## config.mk

```make
export PLATFORM = sky130hd
export DESIGN_NAME = four_pole_resonant_filter
export DESIGN_NICKNAME = d
export VERILOG_FILES = /design/src/hw/rtl/fprf_pkg.sv /design/src/hw/rtl/fprf_mul.sv /design/src/hw/rtl/four_pole_resonant_filter.sv
export SDC_FILE = /design/constraint.sdc
export NUM_CORES = 2
export LEC_CHECK = 0
export BUFFER_PORTS_ARGS = -buffer_cell sky130_fd_sc_hd__buf_2
export CAP_MARGIN = 20
export CORE_ASPECT_RATIO = 0.9
export CORE_UTILIZATION = 50
export CTS_CLUSTER_DIAMETER = 80
export DETAILED_ROUTE_END_ITERATION = 8
export PLACE_DENSITY = 0.69
export SYNTH_ARGS = -nofsm -noshare
export SYNTH_HDL_FRONTEND = slang
export SYNTH_SLANG_ARGS = --single-unit
```

## constraint.sdc

```tcl
create_clock -name clk_i -period 11.2 [get_ports clk_i]
set_clock_uncertainty 0.1 [all_clocks]
set_input_delay 0.56 -clock clk_i [delete_from_list [all_inputs] [get_ports clk_i]]
set_output_delay 0.56 -clock clk_i [all_outputs]
set_load 0.005 [all_outputs]
```

## src/hw/rtl/fprf_pkg.sv

```systemverilog
package fprf_pkg;

  localparam int SmpW     = 24;
  localparam int CoefW    = 20;
  localparam int CoefFrac = 16;
  localparam int SumW     = SmpW + 1;
  localparam int ProdW    = SumW + CoefW;
  localparam int AccW     = ProdW + 1;
  localparam int NumStg   = 4;
  localparam int StgW     = $clog2(NumStg);
  localparam int NumSteps = 2 * NumStg + 1;
  localparam int StepW    = $clog2(NumSteps);

  localparam logic signed [CoefW-1:0] PassRst = CoefW'(1174);
  localparam logic signed [CoefW-1:0] PoleRst = -CoefW'(63187);
  localparam logic signed [CoefW-1:0] ResRst  = '0;

  localparam logic signed [AccW-1:0] RndHalf =
    {{(AccW-CoefFrac){1'b0}}, 1'b1, {(CoefFrac-1){1'b0}}};
  localparam logic signed [AccW-1:0] SatHi =
    {{(AccW-SmpW+1){1'b0}}, {(SmpW-1){1'b1}}};
  localparam logic signed [AccW-1:0] SatLo =
    {{(AccW-SmpW+1){1'b1}}, {(SmpW-1){1'b0}}};

  typedef enum logic [1:0] {
    CfgPass = 2'd0,
    CfgPole = 2'd1,
    CfgRes  = 2'd2,
    CfgHp   = 2'd3
  } cfg_idx_e;

  typedef enum logic [1:0] {
    StIdle,
    StMul,
    StAcc,
    StFin
  } fsm_e;

  typedef logic signed [SmpW-1:0] smp_t;

  // round half up, drop the coefficient fraction
  function automatic logic signed [AccW-1:0] rnd_q16(input logic signed [AccW-1:0] v);
    logic signed [AccW-1:0] b;
    b = v + RndHalf;
    rnd_q16 = b >>> CoefFrac;
  endfunction

  function automatic smp_t sat_smp(input logic signed [AccW-1:0] v);
    smp_t r;
    if (v > SatHi) begin
      r = SatHi[SmpW-1:0];
    end else if (v < SatLo) begin
      r = SatLo[SmpW-1:0];
    end else begin
      r = v[SmpW-1:0];
    end
    sat_smp = r;
  endfunction

endpackage

```

## src/hw/rtl/fprf_mul.sv

```systemverilog
module fprf_mul import fprf_pkg::*; (
  input  logic                    clk_i,
  input  logic                    en_i,
  input  logic signed [SumW-1:0]  a_i,
  input  logic signed [CoefW-1:0] b_i,
  output logic signed [ProdW-1:0] prod_o
);

  logic signed [ProdW-1:0] prod_q;

  always_ff @(posedge clk_i) begin
    if (en_i) begin
      prod_q <= ProdW'(a_i) * ProdW'(b_i);
    end
  end

  assign prod_o = prod_q;

endmodule

```

## src/hw/rtl/four_pole_resonant_filter.sv

```systemverilog
// four-pole resonant ladder filter, one shared 25x20 multiplier
// sample_out is registered, loaded in the finish state once all multiply steps for the accepted beat are done
// no new sample is taken until the last one is through nine multiply steps (StMul then StAcc), StFin and StIdle
// a full output register holds the last step until the result beat is taken
// reset: coefficients to their defaults, fed-back input and stage outputs to zero
module four_pole_resonant_filter import fprf_pkg::*; (
  input  logic                    clk_i,
  input  logic                    rst_ni,
  input  logic                    in_valid_i,
  output logic                    in_ready_o,
  input  logic signed [SmpW-1:0]  sample_in_i,
  output logic                    out_valid_o,
  input  logic                    out_ready_i,
  output logic signed [SmpW-1:0]  sample_out_o,
  input  logic                    cfg_valid_i,
  output logic                    cfg_ready_o,
  input  logic [1:0]              cfg_index_i,
  input  logic [CoefW-1:0]        cfg_data_i
);

  fsm_e state_q, state_d;

  logic signed [CoefW-1:0] pass_q, pole_q, res_q;
  logic                    hp_q;

  smp_t              x_q, fed_q, x_cur_q, x_prev_q, out_q;
  smp_t              stg_out_q [NumStg];
  logic [StepW-1:0]  step_q;
  logic [StgW-1:0]   stg_q;
  logic              out_valid_q;
  logic signed [AccW-1:0] acc_q;

  logic signed [SumW-1:0]  mul_a;
  logic signed [CoefW-1:0] mul_b;
  logic signed [ProdW-1:0] prod;
  logic                    mul_en;
  smp_t                    fb, nv, fin_val;
  logic                    in_acc, fin_go;

  assign cfg_ready_o  = 1'b1;
  assign in_ready_o   = (state_q == StIdle);
  assign in_acc       = in_valid_i && in_ready_o;
  assign out_valid_o  = out_valid_q;
  assign sample_out_o = out_q;
  assign mul_en       = (state_q == StMul);
  assign fin_go       = (state_q == StFin) && (!out_valid_q || out_ready_i);

  // operand select: feedback product, then (x + x_prev) * p and y * f per stage
  always_comb begin
    if (step_q == '0) begin
      mul_a = SumW'(stg_out_q[NumStg-1]);
      mul_b = res_q;
    end else if (step_q[0]) begin
      mul_a = SumW'(x_cur_q) + SumW'(x_prev_q);
      mul_b = pass_q;
    end else begin
      mul_a = SumW'(stg_out_q[stg_q]);
      mul_b = pole_q;
    end
  end

  fprf_mul u_mul (
    .clk_i  (clk_i),
    .en_i   (mul_en),
    .a_i    (mul_a),
    .b_i    (mul_b),
    .prod_o (prod)
  );

  always_comb begin
    fb      = sat_smp(AccW'(x_q) - rnd_q16(AccW'(prod)));
    nv      = sat_smp(rnd_q16(acc_q - AccW'(prod)));
    fin_val = hp_q ? sat_smp(AccW'(fed_q) - AccW'(stg_out_q[NumStg-1]))
                   : stg_out_q[NumStg-1];
  end

  always_comb begin
    state_d = state_q;
    case (state_q)
      StIdle: begin
        if (in_acc) begin
          state_d = StMul;
        end
      end
      StMul: begin
        state_d = StAcc;
      end
      StAcc: begin
        if (step_q == StepW'(NumSteps - 1)) begin
          state_d = StFin;
        end else begin
          state_d = StMul;
        end
      end
      StFin: begin
        if (fin_go) begin
          state_d = StIdle;
        end
      end
      default: begin
        state_d = StIdle;
      end
    endcase
  end

  always_ff @(posedge clk_i or negedge rst_ni) begin
    if (!rst_ni) begin
      state_q <= StIdle;
    end else begin
      state_q <= state_d;
    end
  end

  always_ff @(posedge clk_i or negedge rst_ni) begin
    if (!rst_ni) begin
      pass_q <= PassRst;
      pole_q <= PoleRst;
      res_q  <= ResRst;
      hp_q   <= 1'b0;
    end else if (cfg_valid_i && cfg_ready_o) begin
      case (cfg_idx_e'(cfg_index_i))
        CfgPass: pass_q <= cfg_data_i;
        CfgPole: pole_q <= cfg_data_i;
        CfgRes:  res_q  <= cfg_data_i;
        CfgHp:   hp_q   <= cfg_data_i[0];
        default: ;
      endcase
    end
  end

  always_ff @(posedge clk_i or negedge rst_ni) begin
    if (!rst_ni) begin
      fed_q       <= '0;
      stg_out_q   <= '{default: '0};
      step_q      <= '0;
      stg_q       <= '0;
      out_valid_q <= 1'b0;
    end else begin
      if (in_acc) begin
        step_q <= '0;
        stg_q  <= '0;
      end
      if (state_q == StAcc) begin
        step_q <= step_q + 1'b1;
        if (step_q == '0) begin
          fed_q <= fb;
        end else if (!step_q[0]) begin
          stg_out_q[stg_q] <= nv;
          stg_q            <= stg_q + 1'b1;
        end
      end
      if (fin_go) begin
        out_valid_q <= 1'b1;
      end else if (out_ready_i) begin
        out_valid_q <= 1'b0;
      end
    end
  end

  always_ff @(posedge clk_i) begin
    if (in_acc) begin
      x_q <= sample_in_i;
    end
    if (state_q == StAcc) begin
      if (step_q == '0) begin
        x_cur_q  <= fb;
        x_prev_q <= fed_q;
      end else if (step_q[0]) begin
        acc_q <= AccW'(prod);
      end else begin
        x_cur_q  <= nv;
        x_prev_q <= stg_out_q[stg_q];
      end
    end
    if (fin_go) begin
      out_q <= fin_val;
    end
  end

endmodule

```

==> impl_metrics.env <==
export IMPL_required_ns=11.44
export IMPL_fin_area_um2=43900
export IMPL_muxShareOfSynthArea_pct=4.46
export IMPL_regToRegEndpoint="u_mul.prod_o[44]"
export IMPL_critPathKind="reg -> reg"
export IMPL_synth_seq_cells=376
export IMPL_drc=2
export IMPL_slew_viol_final=0
export IMPL_grt_util_met2_pct=46.0
export IMPL_ys_flop_type="edfxtp_1"
export IMPL_max_cap_violations=0
export IMPL_hold_violations=15
export IMPL_synth_compound_area_share_pct=11.0
export IMPL_synth_area_um2=40700
export IMPL_cts_made_buffers=44
export IMPL_violations="design-rule violations, negative hold slack"
export IMPL_synth_warnings=0
export IMPL_overflow=0
export IMPL_rrSetupSlack_ns=0.51
export IMPL_synth_top_family_by_area="adder cells"
export IMPL_gp_congestion=0.984
export IMPL_grt_max_degree=116
export IMPL_clock_latency_ns=0.61
export IMPL_wl_per_cell_um=22.0
export IMPL_path_max_fanout=12
export IMPL_coreArea_um2=79900
export IMPL_cp_slowest_stage_delay_ns=0.55
export IMPL_synth_common_cells="653 x inv_1, 513 x fa_1, 486 x nor2_1"
export IMPL_portBuffers=76
export IMPL_period_needed_ns=10.69
export IMPL_synth_edf_count=186
export IMPL_final_net_count=5161
export IMPL_layoutNonFillerInstCount=5396
export IMPL_dr_pass1_iters=8
export IMPL_fmaxAchievable_ghz=0.0936
export IMPL_cts_sinks=376
export IMPL_max_slew_margin_rel_pct=22.0
export IMPL_grt_setup_unrepaired="false"
export IMPL_die_w_um=303
export IMPL_grtUsageMet3_pct=6.07
export IMPL_ant_nets=0
export IMPL_clkTransAtPathRegs_ns=0.06
export IMPL_whs_ns=-0.0326
export IMPL_viasPerCell=5.87
export IMPL_wl_um=119000
export IMPL_ys_async_sr_fraction_pct=50.5
export IMPL_num_vias=31700
export IMPL_hold_buffers=0
export IMPL_postSynthCellCount=4290
export IMPL_synth_nets=5143
export IMPL_ctsLongestPathBuffers=3
export IMPL_endpoint_kind="register"
export IMPL_cts_setup_buffers=0
export IMPL_drt_iter0_markers=3101
export IMPL_tightestPinTransition_ns=1.17
export IMPL_grt_busiest_layer="met2"
export IMPL_drive_gt1_share_pct=9.05
export IMPL_synth_cell_type_count=81
export IMPL_rows=98
export IMPL_syn_to_final_growth_pct=8.00
export IMPL_die_area_um2=82500
export IMPL_hp_class="in -> async"
export IMPL_synth_most_common_cell="inv_1"
export IMPL_yosys_area_top_type="fa_1"
export IMPL_yosys_area_top_type_share_pct=25.2
export IMPL_dpl_hpwl_um=94300
export IMPL_grt_pass1_vias=31800
export IMPL_use_met1_pct=40.1
export IMPL_synth_area_top_cells="fa_1 25%, edfxtp_1 14%, dfrtp_1 11%"
export IMPL_finalCritPeriodShare_pct=95.4
export IMPL_yosys_area_share_simple_pct=13.1
export IMPL_syn_area_per_cell_um2=9.49
export IMPL_yosysSeqAreaShare_pct=25.5
export IMPL_antenna_found_initial=0
export IMPL_tns_ns=0
export IMPL_place_inst=5309
export IMPL_track_usage_pct=29.3
export IMPL_final_setup_viol_count=0
export IMPL_grt_pass1_wl_um=185000
export IMPL_cts_tree="built"
export IMPL_htreeDepth=2
export IMPL_synth_xor_area_share_pct=3.51
export IMPL_status="finished, violations left"
export IMPL_r2r_worst_path_cells=38
export IMPL_dieHeight_um=273
export IMPL_start_kind="register"
export IMPL_synthAdderAreaFrac_pct=34.6
export IMPL_cp_slowest_cell="fa_1"
export IMPL_io_pins=78
export IMPL_r2r_start="x_cur_q[0]"
export IMPL_cts_root_buffer="clkbuf_16"
export IMPL_start_util_pct=50.9
export IMPL_placed_area_um2=42400
export IMPL_arrival_ns=10.92
export IMPL_crit_top_cell="fa_1"
==> routing by layer <==
layer / share of wire [%] / vias to the layer above
met3: 9.0 / 280
met2: 45 / 1449
met5: 0.066 / -
met1: 42 / 15800
li1: - / 14100
met4: 4.2 / 2
==> what timing repair did <==
item / CTS / global route
gates resized for setup: 0 / 3
setup endpoints to repair: 0 / 3
endpoints found under the hold margin: 0 / 0
==> final cells by class <==
class                   count  area [µm²]
fillers                  7159       36000
multi-input cells        3064       27200
flip-flops and latches    376       10400
inverters                 653        2450
well taps                1050        1310
clock buffers              62        1250
repair buffers            169        1140
clock inverters            20         196
diodes                      2        5.00
==> critical path: cells and delay by family, from the launching register on <==
family | cells | cell delay (ns)
AND/OR/NAND/NOR | 6 | 0.81
AO/OA/AOI/OAI | 13 | 3.26
buffers and inverters | 7 | 0.85
adder cells (fa/ha/maj) | 10 | 4.53
multiplexers | 1 | 0.39
flip-flops | 1 | 0.37
XOR/XNOR | 1 | 0.10
==> sequential cells by signal (all words and copies together), names as in the netlist, 2 cells and up <==
signal and flops:
state_q 2, fed_q 24, x_prev_q 24, pole_q 20
res_q 20, stg_out_q 96, sample_out_o 24, x_cur_q 24
pass_q 20, x_q 24, acc_q 45, stg_q 2
step_q 4, u_mul.prod_o 45
==> cells by family (layout without fill, tap and decap cells) <==
| group | after synthesis | after routing |
|---|---|---|
| AOI/OAI and AO/OA | 691 | 691 |
| xor gates and xnor gates | 163 | 163 |
| adders and majority gates | 821 | 821 |
| buffers and inverters | 850 | 904 |
| DFF | 376 | 376 |
| muxes | 143 | 143 |
| other | 1 | 3 |
| and+or+nand+nor | 1245 | 1245 |
==> how the worst max path moves through the flow <==
stage,from,to,slack [ns],cells past startpoint
6_report,x_cur_q[0],u_mul.prod_o[44],0.51,38
4_1_cts,x_cur_q[0],u_mul.prod_o[39],0.40,39
5_1_grt,x_cur_q[0],u_mul.prod_o[44],0.009,38
3_5_place_dp,x_cur_q[0],u_mul.prod_o[39],0.46,39
2_1_floorplan,x_cur_q[0],u_mul.prod_o[39],1.05,36
3_3_place_gp,x_cur_q[0],u_mul.prod_o[39],0.65,39
==> per-stage QoR <==
stage	worst slack (ns)	util [%]
2_1_floorplan	1.05	-
3_3_place_gp	0.646	53.1
3_5_place_dp	0.459	53.1
4_1_cts	0.397	54.9
5_1_grt	0.00928	55.0
6_report	0.515	55.0
==> placed cells by master, fill, tap and decap left out, types with 11 or more instances in the layout <==
master     instances
inv_1            653
fa_1             513
nor2_1           485
nand2_1          455
ha_1             289
a21oi_1          191
edfxtp_1         186
dfrtp_1          172
xnor2_1          121
a31oi_1          114
a21o_1            94
buf_4             88
o21ai_0           87
nor3_1            78
buf_2             75
mux2_2            68
mux2i_1           51
clkbuf_16         44
nand2b_1          42
xor2_1            41
nand3_1           34
nor2b_1           30
o21a_1            28
nand4_1           26
mux4_2            24
a32oi_1           23
o21bai_1          19
and2_1            19
maj3_1            19
and3_1            17
dfstp_2           15
a211oi_1          12
o21ai_1           12
o31ai_1           11
or3_1             11
Power is left out: the tool's default activity adds up to more than one toggle a clock period on the data nets, which glitch-free logic cannot reach.
